File: config.mk
export PLATFORM = sky130hd
export DESIGN_NAME = hysteresis_valve_regulator_core
export DESIGN_NICKNAME = d
export VERILOG_FILES = /design/src/design/hvr_pkg.sv /design/src/design/hvr_cfg_regs.sv /design/src/design/hvr_in_reg.sv /design/src/design/hvr_decide.sv /design/src/design/hysteresis_valve_regulator_core.sv
export SDC_FILE = /design/constraint.sdc
export NUM_CORES = 1
export LEC_CHECK = 0
export ABC_CLOCK_PERIOD_IN_PS = 8420
export BUFFER_PORTS_ARGS = -buffer_cell sky130_fd_sc_hd__buf_2
export CAP_MARGIN = 10
export CORE_ASPECT_RATIO = 0.9
export CORE_MARGIN = 2
export CORE_UTILIZATION = 35
export DETAILED_ROUTE_END_ITERATION = 10
export GPL_ROUTABILITY_DRIVEN = 0
export PLACE_DENSITY_LB_ADDON = 0.05
export SLEW_MARGIN = 5
export SYNTH_ARGS = -nofsm -noshare
export SYNTH_HDL_FRONTEND = slang
export SYNTH_SLANG_ARGS = --single-unit
export TNS_END_PERCENT = 20
File: constraint.sdc
create_clock -name clk -period 8.42 [get_ports clk]
set_input_delay 0.842 -clock clk [delete_from_list [all_inputs] [get_ports clk]]
set_output_delay 0.842 -clock clk [all_outputs]
set_load 0.005 [all_outputs]
File: src/design/hvr_pkg.sv
// ----------------------------------------------------------------------------
// hvr_pkg
// Types and codes shared by the hysteresis valve regulator modules.
// ----------------------------------------------------------------------------
package hvr_pkg;

  localparam int unsigned CfgAddrW = 3;
  localparam int unsigned CfgDataW = 32;
  localparam int unsigned InDataW  = 24;
  localparam int unsigned InUserW  = 2;
  localparam int unsigned OutDataW = 8;

  typedef enum logic [1:0] {
    OP_TICK    = 2'd0,
    OP_SAMPLE  = 2'd1,
    OP_ENABLE  = 2'd2,
    OP_DISABLE = 2'd3
  } hvr_op_t;

  typedef enum logic [2:0] {
    EV_NONE    = 3'd0,
    EV_OPENED  = 3'd1,
    EV_CLOSED  = 3'd2,
    EV_DISARM  = 3'd3,
    EV_RANGE   = 3'd4,
    EV_DWELL   = 3'd5,
    EV_REFUSED = 3'd6,
    EV_ENABLED = 3'd7
  } hvr_event_t;

  typedef enum logic [CfgAddrW-1:0] {
    REG_SETPOINT = 3'd0,
    REG_DEADBAND = 3'd1,
    REG_DWELL    = 3'd2,
    REG_P_MIN    = 3'd3,
    REG_P_MAX    = 3'd4
  } hvr_reg_t;

  typedef struct packed {
    logic signed [15:0] setpoint;
    logic        [14:0] deadband;
    logic        [31:0] dwell_ms;
    logic signed [15:0] pressure_min;
    logic signed [15:0] pressure_max;
  } hvr_cfg_t;

  typedef struct packed {
    hvr_op_t            op;
    logic signed [15:0] pressure;
    logic               armed;
  } hvr_item_t;

  typedef struct packed {
    logic        enabled;
    logic        valve;
    logic [31:0] timer;
  } hvr_state_t;

  typedef struct packed {
    hvr_event_t event_res;
    logic       running;
    logic       valve_changed;
    logic       valve_on;
  } hvr_result_t;

endpackage

File: src/design/hvr_cfg_regs.sv
// ----------------------------------------------------------------------------
// hvr_cfg_regs
// Configuration register file, written one register per transfer.
// ----------------------------------------------------------------------------
module hvr_cfg_regs (
  input  logic                            clk,
  input  logic                            rst_n,
  input  logic                            cfg_valid,
  output logic                            cfg_ready,
  input  logic [hvr_pkg::CfgAddrW-1:0]    cfg_addr,
  input  logic [hvr_pkg::CfgDataW-1:0]    cfg_data,
  output hvr_pkg::hvr_cfg_t               cfg
);
  import hvr_pkg::*;

  hvr_cfg_t cfg_r;

  assign cfg_ready = 1'b1;
  assign cfg       = cfg_r;

  always_ff @(posedge clk) begin
    if (!rst_n) begin
      cfg_r.setpoint     <= 16'sd0;
      cfg_r.deadband     <= 15'd0;
      cfg_r.dwell_ms     <= 32'd0;
      cfg_r.pressure_min <= 16'sd0;
      cfg_r.pressure_max <= 16'sd32767;
    end else if (cfg_valid) begin
      case (cfg_addr)
        REG_SETPOINT: cfg_r.setpoint     <= cfg_data[15:0];
        REG_DEADBAND: cfg_r.deadband     <= cfg_data[14:0];
        REG_DWELL:    cfg_r.dwell_ms     <= cfg_data;
        REG_P_MIN:    cfg_r.pressure_min <= cfg_data[15:0];
        REG_P_MAX:    cfg_r.pressure_max <= cfg_data[15:0];
        default: begin
          // drop writes to unmapped indexes
        end
      endcase
    end
  end

endmodule

File: src/design/hvr_in_reg.sv
// ----------------------------------------------------------------------------
// hvr_in_reg
// Input register stage: captures one item per transfer.
// ----------------------------------------------------------------------------
module hvr_in_reg (
  input  logic               clk,
  input  logic               rst_n,
  input  logic               in_valid,
  output logic               in_ready,
  input  hvr_pkg::hvr_item_t in_item,
  input  logic               advance,
  output logic               item_valid,
  output hvr_pkg::hvr_item_t item
);
  import hvr_pkg::*;

  logic      valid_r;
  hvr_item_t item_r;

  // The held item leaves whenever the next stage advances.
  assign in_ready   = !valid_r || advance;
  assign item_valid = valid_r;
  assign item       = item_r;

  always_ff @(posedge clk) begin
    if (!rst_n) begin
      valid_r <= 1'b0;
    end else if (in_ready) begin
      valid_r <= in_valid;
    end
  end

  always_ff @(posedge clk) begin
    if (in_ready && in_valid) begin
      item_r <= in_item;
    end
  end

endmodule

File: src/design/hvr_decide.sv
// ----------------------------------------------------------------------------
// hvr_decide
// Regulator decision logic: next state and result for one item.
// ----------------------------------------------------------------------------
module hvr_decide (
  input  hvr_pkg::hvr_cfg_t    cfg,
  input  hvr_pkg::hvr_state_t  st,
  input  hvr_pkg::hvr_item_t   item,
  output hvr_pkg::hvr_state_t  st_nxt,
  output hvr_pkg::hvr_result_t res
);
  import hvr_pkg::*;

  logic signed [17:0] p2;
  logic signed [17:0] hi2;
  logic signed [17:0] lo2;
  logic               out_of_range;
  logic               dwell_hold;
  hvr_event_t         ev;
  logic               changed;

  // Band edges in doubled units so half the deadband stays exact.
  assign p2  = 18'(item.pressure) <<< 1;
  assign hi2 = (18'(cfg.setpoint) <<< 1) + $signed({3'b000, cfg.deadband});
  assign lo2 = (18'(cfg.setpoint) <<< 1) - $signed({3'b000, cfg.deadband});

  assign out_of_range = (item.pressure < cfg.pressure_min) ||
                        (item.pressure > cfg.pressure_max);
  assign dwell_hold   = st.timer < cfg.dwell_ms;

  always_comb begin
    st_nxt  = st;
    ev      = EV_NONE;
    changed = 1'b0;
    case (item.op)
      OP_TICK: begin
        if (st.timer != '1) begin
          st_nxt.timer = st.timer + 32'd1;
        end
      end
      OP_SAMPLE: begin
        if (st.enabled) begin
          if (!item.armed || out_of_range) begin
            st_nxt.enabled = 1'b0;
            st_nxt.valve   = 1'b0;
            changed        = st.valve;
            ev             = item.armed ? EV_RANGE : EV_DISARM;
          end else if (dwell_hold) begin
            ev = EV_DWELL;
          end else if (p2 > hi2 && !st.valve) begin
            st_nxt.valve = 1'b1;
            st_nxt.timer = 32'd0;
            changed      = 1'b1;
            ev           = EV_OPENED;
          end else if (p2 < lo2 && st.valve) begin
            st_nxt.valve = 1'b0;
            st_nxt.timer = 32'd0;
            changed      = 1'b1;
            ev           = EV_CLOSED;
          end
        end
      end
      OP_ENABLE: begin
        if (st.enabled) begin
          ev = EV_REFUSED;
        end else begin
          st_nxt.enabled = 1'b1;
          ev             = EV_ENABLED;
        end
      end
      OP_DISABLE: begin
        st_nxt.enabled = 1'b0;
        st_nxt.valve   = 1'b0;
        changed        = st.valve;
        ev             = st.valve ? EV_CLOSED : EV_NONE;
      end
      default: begin
      end
    endcase
  end

  assign res.valve_on      = st_nxt.valve;
  assign res.valve_changed = changed;
  assign res.running       = st_nxt.enabled;
  assign res.event_res     = ev;

endmodule

File: src/design/hysteresis_valve_regulator_core.sv
// ----------------------------------------------------------------------------
// hysteresis_valve_regulator_core
// On-off pressure regulator with deadband and minimum valve dwell time.
// ----------------------------------------------------------------------------
// Usage:
//   in_*  : one item per transfer. in_tuser carries the operation (tick,
//           pressure sample, enable, disable); in_tdata carries the
//           pressure sample and the arm flag.
//   out_* : exactly one result per input item, in order: valve state,
//           valve-changed flag, running flag and an event code.
//   cfg_* : register writes (setpoint, deadband, dwell, sane range). The
//           port is always ready; write only while no item is in flight.
//   The input register captures the item at the transfer edge, the
//   decision logic then loads the result register once it is free, and
//   the result transfers when the receiver is ready. Throughput is one
//   item per cycle while the receiver keeps taking results, set by the
//   single state update per item in the decision stage.
//   Reset clears both stage valids, disables the regulator, closes the
//   valve, saturates the switch timer and loads the register defaults.
//   When the receiver stalls, the result register holds and the input
//   register takes one more item, then in_tready drops.
// ----------------------------------------------------------------------------
module hysteresis_valve_regulator_core (
  input  logic                          clk,
  input  logic                          rst_n,
  // Input channel
  input  logic                          in_tvalid,
  output logic                          in_tready,
  // [15:0] pressure, [16] armed, [23:17] zero
  input  logic [hvr_pkg::InDataW-1:0]   in_tdata,
  // [1:0] op
  input  logic [hvr_pkg::InUserW-1:0]   in_tuser,
  // Result channel
  output logic                          out_tvalid,
  input  logic                          out_tready,
  // [0] valve_on, [1] valve_changed, [2] running, [5:3] event_res, [7:6] zero
  output logic [hvr_pkg::OutDataW-1:0]  out_tdata,
  // Configuration channel
  input  logic                          cfg_valid,
  output logic                          cfg_ready,
  input  logic [hvr_pkg::CfgAddrW-1:0]  cfg_addr,
  input  logic [hvr_pkg::CfgDataW-1:0]  cfg_data
);
  import hvr_pkg::*;

  hvr_cfg_t    cfg;
  hvr_item_t   in_item;
  hvr_item_t   item;
  logic        item_valid;
  logic        advance;
  hvr_state_t  st_r;
  hvr_state_t  st_nxt;
  hvr_result_t res;
  hvr_result_t res_r;
  logic        out_valid_r;

  // Unpack the input transfer into the item fields.
  assign in_item.op       = hvr_op_t'(in_tuser);
  assign in_item.pressure = in_tdata[15:0];
  assign in_item.armed    = in_tdata[16];

  hvr_cfg_regs u_cfg (
    .clk       (clk),
    .rst_n     (rst_n),
    .cfg_valid (cfg_valid),
    .cfg_ready (cfg_ready),
    .cfg_addr  (cfg_addr),
    .cfg_data  (cfg_data),
    .cfg       (cfg)
  );

  // The decision stage moves whenever the result register is free or being
  // emptied this cycle.
  assign advance = !out_valid_r || out_tready;

  hvr_in_reg u_in (
    .clk        (clk),
    .rst_n      (rst_n),
    .in_valid   (in_tvalid),
    .in_ready   (in_tready),
    .in_item    (in_item),
    .advance    (advance),
    .item_valid (item_valid),
    .item       (item)
  );

  hvr_decide u_decide (
    .cfg    (cfg),
    .st     (st_r),
    .item   (item),
    .st_nxt (st_nxt),
    .res    (res)
  );

  // Commit the regulator state only when an item actually passes through
  // the decision stage.
  always_ff @(posedge clk) begin
    if (!rst_n) begin
      st_r.enabled <= 1'b0;
      st_r.valve   <= 1'b0;
      st_r.timer   <= '1;
    end else if (advance && item_valid) begin
      st_r <= st_nxt;
    end
  end

  // Result register: hold while the receiver stalls.
  always_ff @(posedge clk) begin
    if (!rst_n) begin
      out_valid_r <= 1'b0;
    end else if (advance) begin
      out_valid_r <= item_valid;
    end
  end

  always_ff @(posedge clk) begin
    if (advance && item_valid) begin
      res_r <= res;
    end
  end

  assign out_tvalid = out_valid_r;
  assign out_tdata  = {2'b00, res_r.event_res, res_r.running,
                       res_r.valve_changed, res_r.valve_on};

endmodule

[After elaboration in Yosys (flattened, before gate mapping)]
Cells that the tools add are included.
W data, S select, Z words.
Storage, ports and cells
  register bits after elaboration: 156
  latch bits: 0
  bits in writable memories: 0
  memory bits (read-only): 0
  input port bits: 66
  output and inout bits: 11
  word-level logic and storage cells: 85
  memories kept: 0
Operators by class
  $add $sub $neg: 3
  $mul: 0
  div/mod/pow operators: 0
  $lt $le $gt $ge: 5
  eq/ne operators: 13
  shifts and indexed selects: 0
  multiplexer cells: 26
  bitwise gates (word level): 0
  reductions and logical operators: 21
Operator list (number)
  $mux W33: 3
  $mux W32: 2
  $pmux W32 S2: 1
  $mux W34: 1
  $add A32 B1 Y32 const B: 1
  $lt A32 B32 Y1: 1
  $ne A32 B32 Y1 const B: 1
  $add A17 B16 Y18: 1
  $gt A17 B18 Y1: 1
  $lt A17 B18 Y1: 1
  $sub A17 B16 Y18: 1
  $gt A16 B16 Y1: 1
  $lt A16 B16 Y1: 1
  $mux W3: 5
  $reduce_and A2 Y1: 5
  $pmux W3 S3: 1
  $mux W1: 8
  $reduce_and A7 Y1: 1
  $eq A3 B2 Y1 const B: 2
  $ne A2 B2 Y1 const B: 3
  $eq A2 B2 Y1 const B: 2
  $logic_and A1 B1 Y1: 4
  $logic_not A1 Y1: 4
  $logic_or A1 B1 Y1: 4
  other kinds (11): 13

[Longest topological paths before layout]
Gate-level depths: netlist (run 1).
  depth in word-level cells: 9
  depth in mapped cells: 24
  depth with buffers taken out: 22

[Cells and area by module]
A second synthesis (run 1) with hierarchy kept.
Unflattened totals
  cell total of the unflattened synthesis: 1214
  area total of the unflattened synthesis: 10807.9 um2
By module, submodules not included
  hvr_decide: times used 1, cells each 657, area an instance 4767.1 um2, sequential area each 0.0 um2
  hvr_cfg_regs: times used 1, cells each 367, area an instance 3677.3 um2, sequential area each 1901.8 um2
  hysteresis_valve_regulator_core: times used 1, cells each 166, area an instance 1735.4 um2, sequential area each 880.8 um2
  hvr_in_reg: times used 1, cells each 24, area an instance 628.1 um2, sequential area each 590.6 um2

[Least setup slack after synthesis (run 1)]
OpenSTA, ideal clock, no wires.
  path type: reg2reg
  start point: register u_cfg.cfg_r, in the netlist u_cfg.cfg[65]
  end point: register st_r[13] in the netlist's numbering
  setup time: 137 ps
  arrival: 4562 ps
  required time: 8283 ps
  path slack: 3722 ps
  stages on the path, launching flop included: 23
  buffers on the path: 1
  period minus slack after synthesis: 4698 ps
  path through: dfxtp_1 inv_1 ha_1 nor2b_1 o21a_1 o21ai_0 a211oi_1 o31ai_1 a21oi_1 a41oi_1 nor2b_1 xnor2_1 ha_1 nand4_1 a211oi_1 a2111oi_0 nand2_1 mux2i_1 a22oi_1 a21oi_1 buf_6 o311ai_2 nand3_1
Between the ends
  longest elaborated chain between the ends: 8
  elaborated cells on any way between the ends: 13
  those cells by class: 2 x add/sub; 2 x order compare; 1 x eq/ne; 5 x mux; 3 x reduce/logical
RTL lines
  start: declaration: RTL line hvr_cfg_regs.sv:16  | hvr_cfg_t cfg_r;
  $add A17 B16 Y18: RTL line hvr_decide.sv:24  | assign hi2 = (18'(cfg.setpoint) <<< 1) + $signed({3'b000, cfg.deadband});
  $gt A17 B18 Y1: RTL line hvr_decide.sv:50  | end else if (p2 > hi2 && !st.valve) begin
  $logic_and A1 B1 Y1: RTL line hvr_decide.sv:50
  $mux W33: RTL line hvr_decide.sv:50
  $mux W33: RTL line hvr_decide.sv:48  | end else if (dwell_hold) begin
  $mux W32: RTL line hvr_decide.sv:43  | if (!item.armed || out_of_range) begin
  $mux W34: RTL line hvr_decide.sv:42  | if (st.enabled) begin
  $pmux W32 S2: RTL line hvr_decide.sv:35  | case (item.op)
  end signal: assignment: RTL line hysteresis_valve_regulator_core.sv:103  | st_r <= st_nxt;
  end: declaration: RTL line hysteresis_valve_regulator_core.sv:51  | hvr_state_t st_r;
Several ways; a longest one is shown, not always the timed one. The select of a mux whose other input is x is not followed.
A chain may end at the register's enable or synchronous reset.

[Worst setup path in the final report (run 1)]
  start point: register u_cfg.cfg_r, in the netlist u_cfg.cfg[65]
  end point: register st_r[10] in the netlist's numbering
Same word-level chain as after synthesis.

==> qor_table.md, run 1 <==
| Group | Quantity | This run |
|---|---|---|
| logic synthesis | Instance count of the mapped netlist | 1207 |
| cts | Number of buffers added for setup after CTS | 0 |
| flow run | Number of max-capacitance violations reported | 0 |
| die | Initial Utilization | 35.5% |
| setup path | Worst R2R End | st_r[10]$_SDFFE_PN1P_ |
| route | Vias/cell | 5.25 |
| timing | Setup_tns | 0 ns |
| logic synthesis | Most area-consuming cells after synthesis | sky130_fd_sc_hd__dfxtp_1 27%, sky130_fd_sc_hd__ha_1 16%, sky130_fd_sc_hd__nand2_1 8.7%, sky130_fd_sc_hd__edfxtp_1 7.6%, sky130_fd_sc_hd__a21oi_1 6.3% |
| logic synthesis | Yosys warning total | 0 |
| timing | Final setup violation count | 0 |
| route | Routed Antenna Nets | 0 |
| cts | Cell at the root of the clock tree | sky130_fd_sc_hd__clkbuf_16 |
| power and ir drop | Switching power | 0.000579 W |
| power and ir drop | Clock share of power | 40.4% |
| die | Core footprint | 27900 µm² |
| cts | Hold-fix buffer count after cts | 0 |
| cts | Buffer depth of the longest clock path | 2 |
| setup path | Cell chain of the critical path | inv_1 -> ha_1 -> nor2b_1 -> o21a_1 -> o21ai_0 -> a211oi_1 -> o31ai_1 -> a21oi_1 -> a41oi_1 -> nor2b_1 -> xnor2_1 -> ha_1 -> nand4_1 -> a211oi_1 -> o211ai_1 -> nand2_1 -> mux2i_1 -> a22oi_1 -> nand4_2 -> buf_4 -> o311ai_0 -> o311ai_1 |
| setup path | CP Capture Type | register |
| setup path | Critical path start-end classification | reg -> reg |
| logic synthesis | Fraction of registers with async set or reset after synthesis | 0% |
| route | Total Routed Length | 27.5 mm |
| setup path | Standard cell with the maximum stage delay on the critical path | sky130_fd_sc_hd__nand4_2 |
| route | Iteration count of the initial detailed-routing pass | 5 |
| logic synthesis | Proportion of netlist area held by the largest area contributor | 26.5% |
| cts | Clock input transition at the sequential cells of the worst setup and hold paths | 0.07 ns |
| logic synthesis | Netlist cell types | 71 |
| cts | # resized after CTS | 0 |
| die | Die Ht | 163 µm |
| cells and area | ANT cells | 0 |
| power and ir drop | Static power due to leakage | 4.41 nW |
| setup path | Worst setup slack for register-to-register paths | 1.72 ns |
| logic synthesis | Synthesized cell area | 9880 µm² |
| placed design | Port Buffers | 66 |
| cts | CTS tree | done |
| logic synthesis | Number of enable flip-flop cells after synthesis | 25 |
| route | Total DRC errors in the routed layout | 0 |
| timing | Time the worst path needs with I/O delays and setup | 6.70 ns |
| global routing | GRT overflow | 0 |
| timing | Timing-limited maximum frequency | 149 MHz |
| power and ir drop | Part of the total power dissipated in combinational logic | 17.4% |
| power and ir drop | Switching part of the total | 30.1% |
| setup path | Top fanout value on the critical path | 29 |
| die | Standard-cell rows | 58 |
| setup path | Biggest cell delay along the critical path | 0.72 ns |
| power and ir drop | Total power of the final layout | 0.00192 W |
| setup path | Req. time, crit path | 8.70 ns |
| timing | Hold violation count in the final report | 0 |
| route | Number of DRC violations after detailed-routing iteration 0 | 522 |
| cts | CTS Sinks | 156 |
| die | Count of boundary I/O pins | 77 |
| setup path | Termination of the worst setup path | st_r[10]$_SDFFE_PN1P_ |
| cells and area | Area growth from synthesis to final layout | 11.9% |
| power and ir drop | Reg power frac | 42.2% |
| route | Number of vias in the routed layout | 8487 |
| power and ir drop | Cell-internal power | 0.00134 W |
| cts | Number of CTS-inserted buffers | 17 |
| logic synthesis | Mean instance size in the synthesized netlist | 8.19 µm² |
| die | Horizontal die dimension | 181 µm |
| setup path | Arrival time reported for the critical path endpoint | 6.98 ns |
| cts | Number of H-tree levels | 4 |
| global routing | Vias in the first global route | 7937 |
| logic synthesis | Most common flop cell mapped by yosys | sky130_fd_sc_hd__dfxtp_1 |
| global routing | Maximum number of pins on one net before global-route repair | 98 |
| logic synthesis | Flops & latches, synth | 156 |
| timing | Fin Clk Skew | 0.0201 ns |
| placed design | Post-detail-place hpwl | 20.1 mm |
| timing | Slew HR | 22.1% |
| logic synthesis | Share of synthesized area occupied by flip-flops and latches | 34.1% |
| logic synthesis | Leading area contributor after synthesis | sky130_fd_sc_hd__dfxtp_1 |
| timing | Fin crit share | 79.6% |
| timing | Unrepaired setup endpoints after global routing | false |
| timing | Worst Tran Pin Value | 1.17 ns |
| setup path | Critical Path Source | u_cfg.cfg[65]$_SDFFE_PN0P_ |
| global routing | Antenna violations before repair | 0 |
| global routing | First-pass GRT wire length | 44.8 mm |
| cells and area | Ratio of cells with drive above 1 in the final layout | 10.3% |
| cts | Clock insertion delay at the later pin of the skew report | 0.44 ns |
| run status | Run status | finished, final reports clean |
| route | Drt wl/cell | 17.0 µm |
| power and ir drop | Power per unit of standard cell area | 174 nW/µm² |
| power and ir drop | Worst IR Drop VDD | 141 µV |
| hold path | HP Class | reg -> reg |
| setup path | Cell count of the worst reg-to-reg path | 22 |
| die | Total Die Area | 29600 µm² |
| setup path | Reg-to-Reg Start | u_cfg.cfg[65]$_SDFFE_PN0P_ |
| timing | Fin. max-slew vios | 0 |
| global routing | Combined global-route utilization of all metal layers | 19.3% |
| setup path | Critical path launch point type | register |
| cells and area | NumNets Final | 1435 |
## synthesized netlist by cell type, drive strengths merged (7+ instances only)
library cell,count
clkbuf,46
ha,124
o21a,8
dfxtp,131
or4,10
a211oi,9
o311ai,27
o21ai,24
nand2b,16
nand3,44
nand4,35
nor2,45
edfxtp,25
o211ai,30
inv,100
a21o,14
xnor2,21
a31oi,16
or2,7
and4,8
nand2,228
buf,12
nor2b,15
nor3,12
and3,10
a21oi,124
## worst min path at each step
stage                                           from                         end  cells past startpoint
after floorplan           u_cfg.cfg[32]$_SDFFE_PN0P_  u_cfg.cfg[32]$_SDFFE_PN0P_                      2
after detailed placement  u_cfg.cfg[18]$_SDFFE_PN0P_  u_cfg.cfg[18]$_SDFFE_PN0P_                      2
final                     u_cfg.cfg[34]$_SDFFE_PN0P_  u_cfg.cfg[34]$_SDFFE_PN0P_                      2
after global placement    u_cfg.cfg[19]$_SDFFE_PN0P_  u_cfg.cfg[19]$_SDFFE_PN0P_                      2
after CTS                 u_cfg.cfg[18]$_SDFFE_PN0P_  u_cfg.cfg[18]$_SDFFE_PN0P_                      2
after global routing      u_cfg.cfg[60]$_SDFFE_PN0P_  u_cfg.cfg[60]$_SDFFE_PN0P_                      2
## worst max-delay path, delay by kind of cell (launching register included)
family	cells	cell delay [ns]
DFF	1	0.35
muxes	1	0.17
buffers and inverters	2	0.53
adders and majority gates	2	0.62
AOI/OAI and AO/OA	11	3.37
xor gates and xnor gates	1	0.08
and+or+nand+nor	5	1.39
## flip-flops by register name (all words and copies together) (netlist names)
register         count
u_cfg.cfg           95
out_tvalid           1
out_tdata            6
u_in.item           19
u_in.item_valid      1
st_r                34
## per-layer routing
metal	vias to the layer above	GRT usage, %	share of wire [%]
met2	160	27.8	40
met3	16	3.19	3.6
li1	4358	-	-
met5	-	0	0
met4	0	4.66	1.1
met1	3953	29.7	55
## metrics by stage
step                      cell area [µm²]  util (%)  hold WS (ns)  worst slack, ns  cells
after floorplan                      9890         -         0.432             3.72   1208
after global placement              10500      37.6         0.444             1.78   1585
after detailed placement            10500      37.6         0.447             1.67   1585
after CTS                           11100      39.7         0.456             1.66   1617
after global routing                11100      39.7         0.473             1.13   1617
final                               11100      39.7         0.454             1.72   1617
## power groups by stage
stage               Sequential (W)  Clock, W  Combinational (W)
finish                    0.000812  0.000778           0.000335
detailed placement        0.000829         0           0.000333
global placement          0.000829         0           0.000333
global route              0.000815  0.000835           0.000383
floorplan                 0.000816         0           0.000241
CTS                       0.000812  0.000803           0.000336
## cells by family after synthesis
kind of cell               after synthesis  synth area share [%]
AOI/OAI and AO/OA                      288                  19.1
xor gates and xnor gates                24                  2.13
adders and majority gates              125                  15.9
buffers and inverters                  158                  6.47
DFF                                    156                  34.1
muxes                                    3                 0.354
other                                    2                0.0760
and+or+nand+nor                        451                  21.8
## cells in the final DEF (no fill, tap or decap), types with 30 or more instances in the layout
cell | netlist | routed
sky130_fd_sc_hd__nand2_1 | 228 | 228
sky130_fd_sc_hd__ha_1 | 124 | 124
sky130_fd_sc_hd__a21oi_1 | 124 | 123
sky130_fd_sc_hd__buf_2 | 4 | 66
sky130_fd_sc_hd__nand3_1 | 44 | 44
sky130_fd_sc_hd__inv_1 | 99 | 99
sky130_fd_sc_hd__o211ai_1 | 30 | 30
sky130_fd_sc_hd__nor2_1 | 45 | 45
sky130_fd_sc_hd__dfxtp_1 | 131 | 131
sky130_fd_sc_hd__nand4_1 | 33 | 33
## area by class of cell
class / instances / area [µm²]
Fill cell: 2922 / 16800
Timing Repair Buffer: 75 / 398
Inverter: 100 / 375
Multi-Input combinational cell: 894 / 5890
Clock inverter: 14 / 133
Sequential cell: 156 / 3370
Clock buffer: 18 / 450
Tap cell: 360 / 450
(Power assumes the default switching activity.)
==> inputs of run 2 (changes only) <==
Settings changed: ABC_AREA from default to 1, ABC_CLOCK_PERIOD_IN_PS 8420 to 6500.
Clock period 8.42 ns to 6.5 ns, I/O delays scaled along.
==> run 2 against run 1 <==
Non-clock buffer count fell by 2. Utilization rose by 0.080 points. Sequential share of layout area fell by 1.3 points. Clock power rose by 30%. Critical path type unchanged.
==> qor_table.md, run 2 <==
| Group | Quantity | This run |
|---|---|---|
| timing | Time the worst path needs with I/O delays and setup | 4.55 ns |
| power and ir drop | Power per unit of standard cell area | 234 nW/µm² |
| hold path | HP Class | in -> reg |
| cells and area | Commonest cells after routing, fill and taps aside | 273 x sky130_fd_sc_hd__nand2_1, 186 x sky130_fd_sc_hd__inv_1, 131 x sky130_fd_sc_hd__dfxtp_1 |
| cells and area | Most frequent standard cell in the layout excluding fill and tap cells | sky130_fd_sc_hd__nand2_1 |
| logic synthesis | Share of synthesized area occupied by flip-flops and latches | 32.6% |
| route | Drt wl/cell | 15.3 µm |
| logic synthesis | Dominant cell by count in the synthesized netlist | sky130_fd_sc_hd__nand2_1 |
| run status | Run status | finished, final reports clean |
| placed design | Post-detail-place hpwl | 21.5 mm |
| cts | Cell at the root of the clock tree | sky130_fd_sc_hd__clkbuf_16 |
| global routing | Antenna violations before repair | 0 |
| logic synthesis | Leading area contributor after synthesis | sky130_fd_sc_hd__dfxtp_1 |
| die | Count of boundary I/O pins | 77 |
| timing | Hold violation count in the final report | 0 |
| cells and area | Largest register FFs | 95 |
| cts | # resized after CTS | 0 |
| placed design | Area after DPL | 10900 µm² |
| global routing | Vias in the first global route | 8851 |
| cts | Hold-fix buffer count after cts | 0 |
| timing | Unrepaired setup endpoints after global routing | false |
| route | Total Routed Length | 28.7 mm |
| logic synthesis | Leading post-synthesis cells by instance count | 273 x sky130_fd_sc_hd__nand2_1, 186 x sky130_fd_sc_hd__inv_1, 131 x sky130_fd_sc_hd__dfxtp_1 |
| cts | Number of H-tree levels | 4 |
| timing | Fin. max-slew vios | 0 |
| logic synthesis | Flops & latches, synth | 156 |
| logic synthesis | Mean instance size in the synthesized netlist | 7.26 µm² |
| die | Horizontal die dimension | 185 µm |
| cts | Number of CTS-inserted buffers | 17 |
| cts | Clock insertion delay at the later pin of the skew report | 0.43 ns |
| timing | Setup_tns | 0 ns |
| cts | Buffer depth of the longest clock path | 2 |
| global routing | GRT overflow | 0 |
| timing | Fin Clk Skew | 0.0111 ns |
| route | Vias/cell | 4.84 |
| logic synthesis | Fraction of registers with async set or reset after synthesis | 0% |
| timing | Final setup violation count | 0 |
| flow run | Number of max-capacitance violations reported | 0 |
| global routing | Maximum number of pins on one net before global-route repair | 76 |
| cells and area | NumNets Final | 1654 |
| power and ir drop | Worst IR Drop VDD | 195 µV |
| cells and area | Ratio of cells with drive above 1 in the final layout | 9.08% |
| timing | Slew HR | 39.9% |
| cts | CTS Sinks | 156 |
| setup path | CP Capture Type | register |
| power and ir drop | Static power due to leakage | 5.70 nW |
| logic synthesis | Instance count of the mapped netlist | 1423 |
| setup path | Req. time, crit path | 6.79 ns |
| logic synthesis | Number of enable flip-flop cells after synthesis | 25 |
| timing | Timing-limited maximum frequency | 220 MHz |
| logic synthesis | Yosys warning total | 0 |
| die | Total Die Area | 30900 µm² |
| route | Iteration count of the initial detailed-routing pass | 5 |
| setup path | Critical path start-end classification | reg -> reg |
| logic synthesis | Proportion of netlist area held by the largest area contributor | 25.4% |
| timing | Fin crit share | 70.0% |
| timing | Worst Tran Pin Value | 0.901 ns |
| setup path | Top fanout value on the critical path | 32 |
| placed design | Port Buffers | 66 |
| logic synthesis | Most area-consuming cells after synthesis | sky130_fd_sc_hd__dfxtp_1 25%, sky130_fd_sc_hd__ha_1 15%, sky130_fd_sc_hd__nand2_1 9.9%, sky130_fd_sc_hd__edfxtp_1 7.3%, sky130_fd_sc_hd__inv_1 6.8% |
| cts | Clock input transition at the sequential cells of the worst setup and hold paths | 0.06 ns |
| power and ir drop | Total power of the final layout | 0.00270 W |
| cells and area | Fin area | 11500 µm² |
| logic synthesis | Synthesized cell area | 10300 µm² |
| route | Routed Antenna Nets | 0 |
| global routing | First-pass GRT wire length | 47.0 mm |
| route | Number of vias in the routed layout | 9059 |
| die | Standard-cell rows | 59 |
| setup path | Arrival time reported for the critical path endpoint | 4.84 ns |
| route | Number of DRC violations after detailed-routing iteration 0 | 520 |
| global routing | Combined global-route utilization of all metal layers | 19.4% |
| route | Total DRC errors in the routed layout | 0 |
| cts | Number of buffers added for setup after CTS | 0 |
| cts | CTS tree | done |
| logic synthesis | Netlist cell types | 50 |
| die | Initial Utilization | 35.6% |
| cells and area | ANT cells | 0 |
| cells and area | Area growth from synthesis to final layout | 11.7% |
| logic synthesis | Most common flop cell mapped by yosys | sky130_fd_sc_hd__dfxtp_1 |
| die | Core footprint | 29000 µm² |
| setup path | Critical path launch point type | register |
| die | Die Ht | 167 µm |
[run 2: path summary, 6_finish.rpt]
path	start	endpoint	slack, ns	cells past startpoint
max	u_cfg.cfg[79]$_SDFFE_PN0P_	st_r[25]$_SDFFE_PN1P_	1.95	26
min	in_tdata[9]	u_in.item[10]$_DFFE_PP_	0.39	1
max reg2reg	u_cfg.cfg[79]$_SDFFE_PN0P_	st_r[25]$_SDFFE_PN1P_	1.95	26
min reg2reg	u_cfg.cfg[16]$_SDFFE_PN0P_	u_cfg.cfg[16]$_SDFFE_PN0P_	0.45	2
[run 2: routing by layer]
layer,vias to the layer above,part of all wire [%],global-route usage (%)
met5,-,0,0
met4,0,1.6,5.38
met3,27,3.7,3.24
met2,177,40,29.0
met1,4093,54,28.6
li1,4762,-,-
[run 2: where the power goes]
part	total (W)	switching [W]	internal, W	leakage [nW]
logic	0.000626	0.000394	0.000231	4.09
registers	0.00106	0.0000385	0.00102	1.31
clock network	0.00101	0.000412	0.000602	0.301
total	0.00270	0.000845	0.00186	5.70
[run 2: metrics by stage]
step	setup WS (ns)	util, %	instances	hold slack, ns
global placement	1.95	37.7	1840	0.436
CTS	1.93	39.8	1872	0.371
finish	1.95	39.8	1872	0.387
global route	1.42	39.8	1872	0.369
detailed placement	1.95	37.7	1840	0.441
floorplan	2.97	-	1424	0.424
[run 2: cell type report]
cell class,count,area [µm²]
clock buffer,22,518
clock inverter,10,80.1
fill,3076,17500
inverter,193,724
multi-input combinational,1022,5970
sequential,156,3370
tap,396,495
timing repair buffer,73,385
[run 2: logic make-up after synthesis]
group,count (synthesis),share of synthesized area (%)
xor gates and xnor gates,49,4.15
buffers and inverters,246,9.72
and+or+nand+nor,581,24.6
AOI/OAI and AO/OA,264,13.6
adders and majority gates,125,15.2
other,2,0.0727
DFF,156,32.6
[run 2: worst max-delay path: stages, from the launching register on]
cell and delay (ns):
sky130_fd_sc_hd__dfxtp_1 0.35, sky130_fd_sc_hd__ha_1 0.18, sky130_fd_sc_hd__inv_1 0.06, sky130_fd_sc_hd__fa_1 0.41, sky130_fd_sc_hd__inv_1 0.07, sky130_fd_sc_hd__a31oi_1 0.16, sky130_fd_sc_hd__o21ai_0 0.45, sky130_fd_sc_hd__a21oi_1 0.14
sky130_fd_sc_hd__o21bai_1 0.24, sky130_fd_sc_hd__nand2_1 0.08, sky130_fd_sc_hd__nand2_1 0.12, sky130_fd_sc_hd__nand2_1 0.08, sky130_fd_sc_hd__nand2_1 0.06, sky130_fd_sc_hd__nand2_1 0.06, sky130_fd_sc_hd__nand2_1 0.07, sky130_fd_sc_hd__ha_1 0.25
sky130_fd_sc_hd__a21o_1 0.19, sky130_fd_sc_hd__nor2_1 0.10, sky130_fd_sc_hd__nand2_1 0.06, sky130_fd_sc_hd__nor2_1 0.11, sky130_fd_sc_hd__nand2_1 0.08, sky130_fd_sc_hd__nand2_2 0.10, sky130_fd_sc_hd__nand4_1 0.13, sky130_fd_sc_hd__nand3_1 0.14
sky130_fd_sc_hd__nand4_4 0.45, sky130_fd_sc_hd__nand2_1 0.20, sky130_fd_sc_hd__nand3_1 0.08
==> inputs of run 3 (changes only) <==
Settings changed: ABC_CLOCK_PERIOD_IN_PS 6500 to 3700.
Clock period 6.5 ns to 3.7 ns, I/O delays scaled along.
==> run 3 against run 2 <==
Largest cell class unchanged. Sequential cell count did not move. Cell area rose by 9.8%. Global-route usage rose by 0.47 points. Critical path depth rose by 6. Power rose by 78%. The flow now finishes with violations (setup timing).
==> qor_table.md, run 3 (same netlist as run 2, synthesis figures left out) <==
| Group | Quantity | This run |
|---|---|---|
| placed design | Port Buffers | 66 |
| route | Iteration count of the initial detailed-routing pass | 5 |
| timing | Fin. max-slew vios | 0 |
| route | Drt wl/cell | 15.2 µm |
| die | Die Ht | 167 µm |
| global routing | Combined global-route utilization of all metal layers | 19.9% |
| route | Total DRC errors in the routed layout | 0 |
| cts | Clock input transition at the sequential cells of the worst setup and hold paths | 0.06 ns |
| cells and area | Fin area | 12700 µm² |
| global routing | Vias in the first global route | 9026 |
| run status | Failing checks | setup timing |
| placed design | Post-Place Setup Slack | -0.291 ns |
| setup path | Biggest cell delay along the critical path | 0.38 ns |
| timing | Hold violation count in the final report | 0 |
| cts | Buffer depth of the longest clock path | 2 |
| power and ir drop | Worst IR Drop VDD | 343 µV |
| die | Total Die Area | 30900 µm² |
| placed design | Post-detail-place hpwl | 22.4 mm |
| cts | Number of CTS-inserted buffers | 17 |
| setup path | Arrival time reported for the critical path endpoint | 4.22 ns |
| setup path | CP Capture Type | register |
| setup path | Top fanout value on the critical path | 7 |
| timing | Time the worst path needs with I/O delays and setup | 3.86 ns |
| flow run | Number of max-capacitance violations reported | 0 |
| setup path | Standard cell with the maximum stage delay on the critical path | sky130_fd_sc_hd__fa_2 |
| die | Initial Utilization | 35.6% |
| die | Standard-cell rows | 59 |
| setup path | Critical path launch point type | register |
| cells and area | Area growth from synthesis to final layout | 22.6% |
| setup path | Req. time, crit path | 4.06 ns |
| cts | Number of H-tree levels | 4 |
| cells and area | Most frequent standard cell in the layout excluding fill and tap cells | sky130_fd_sc_hd__nand2_1 |
| cts | Cell at the root of the clock tree | sky130_fd_sc_hd__clkbuf_16 |
| hold path | HP Class | in -> reg |
| cells and area | ANT cells | 0 |
| placed design | Post-Place Cells | 1917 |
| cells and area | Commonest cells after routing, fill and taps aside | 263 x sky130_fd_sc_hd__nand2_1, 181 x sky130_fd_sc_hd__inv_1, 128 x sky130_fd_sc_hd__dfxtp_1 |
| route | Routed Antenna Nets | 0 |
| cells and area | Ratio of cells with drive above 1 in the final layout | 18.3% |
| timing | Final setup violation count | 35 |
| cts | CTS tree | done |
| global routing | GRT overflow | 0 |
| timing | Fin Clk Skew | 0.0111 ns |
| cells and area | Largest register FFs | 95 |
| route | Vias/cell | 4.78 |
| timing | Worst Tran Pin Value | 0.945 ns |
| die | Horizontal die dimension | 185 µm |
| cells and area | Final cell count without fillers | 1962 |
| global routing | First-pass GRT wire length | 48.0 mm |
| timing | Setup_tns | -4.04 ns |
| power and ir drop | Power per unit of standard cell area | 379 nW/µm² |
| cells and area | Number of fillers in the final layout | 3013 |
| global routing | Maximum number of pins on one net before global-route repair | 90 |
| cells and area | NumNets Final | 1744 |
| die | Count of boundary I/O pins | 77 |
| global routing | Antenna violations before repair | 0 |
| timing | Unrepaired setup endpoints after global routing | true |
| cts | CTS Sinks | 156 |
| timing | Final worst slack | -0.160 ns |
| route | Number of DRC violations after detailed-routing iteration 0 | 464 |
| power and ir drop | Static power due to leakage | 6.20 nW |
| setup path | Critical path start-end classification | reg -> reg |
| timing | Slew HR | 36.9% |
| placed design | Area after DPL | 11600 µm² |
| route | Number of vias in the routed layout | 9372 |
| timing | Timing-limited maximum frequency | 259 MHz |
| cts | Clock insertion delay at the later pin of the skew report | 0.43 ns |
| die | Core footprint | 29000 µm² |
| run status | Run status | finished with violations |
| timing | Fin crit share | 104% |
| route | Total Routed Length | 29.8 mm |
run 3: cell count changes in the layout (fill, tap and decap cells not counted), moves of 7 or more:
cell / delta
sky130_fd_sc_hd__buf_12: +7
sky130_fd_sc_hd__buf_4: +81
sky130_fd_sc_hd__ha_1: -8
sky130_fd_sc_hd__ha_4: +7
sky130_fd_sc_hd__nand2_1: -10
sky130_fd_sc_hd__nand2_2: +7
sky130_fd_sc_hd__nand3_1: -22
sky130_fd_sc_hd__nand3_2: +20
sky130_fd_sc_hd__nor2_1: -8
run 3: critical path: cells and delay by family, from the launching register on:
family | cells | cell delay (ns)
AOI/OAI and AO/OA | 5 | 0.60
adders and majority gates | 3 | 0.73
buffers and inverters | 5 | 0.51
DFF | 1 | 0.35
and+or+nand+nor | 19 | 1.58
run 3: layer usage:
metal  part of all wire [%]  global-route usage (%)  vias up
li1                       -                       -     4952
met1                     54                    29.0     4259
met2                     41                    29.7      137
met3                    3.9                    4.07       24
met4                    1.4                    5.14        0
met5                      0                       0        -
run 3: path summary, 6_finish.rpt:
kind                              start                    endpoint  slack [ns]  depth (start not counted)
min reg2reg  u_cfg.cfg[16]$_SDFFE_PN0P_  u_cfg.cfg[16]$_SDFFE_PN0P_        0.45                          2
max reg2reg  u_cfg.cfg[79]$_SDFFE_PN0P_        st_r[5]$_SDFFE_PN1P_       -0.16                         32
min                        in_tdata[14]     u_in.item[15]$_DFFE_PP_        0.11                          1
max          u_cfg.cfg[79]$_SDFFE_PN0P_        st_r[5]$_SDFFE_PN1P_       -0.16                         32
run 3: layout make-up:
type,count,area [µm²],area share [%]
Clock buffer,23,468,3.69
Clock inverter,9,68.8,0.543
Inverter,193,724,5.72
Multi-Input combinational cell,1022,6350,50.1
Sequential cell,156,3380,26.7
Tap cell,396,495,3.91
Timing Repair Buffer,163,1190,9.38
run 3: power by group:
part / internal [W] / leakage, nW / switching (W) / total (W)
Sequential: 0.00180 / 1.31 / 0.0000689 / 0.00187
Combinational: 0.000532 / 4.63 / 0.000755 / 0.00129
Clock: 0.000951 / 0.265 / 0.000704 / 0.00165
Total: 0.00328 / 6.20 / 0.00153 / 0.00481
run 3: repair_timing:
item | in CTS | in global routing
buffers inserted | 3 | 8
cloned | 2 | 0
setup endpoints to repair | 37 | 37
hold buffers | 0 | 0
gates resized for setup | 36 | 54
pin swaps | 4 | 37
run 3: stage by stage:
stage                     hold slack, ns  utilization, %  power, W
final                              0.108            43.7   0.00481
after CTS                         0.0853            42.5   0.00482
after floorplan                    0.424               -   0.00271
after detailed placement           0.444            39.9   0.00309
after global placement             0.437            39.9   0.00309
after global routing              0.0894            43.7   0.00511
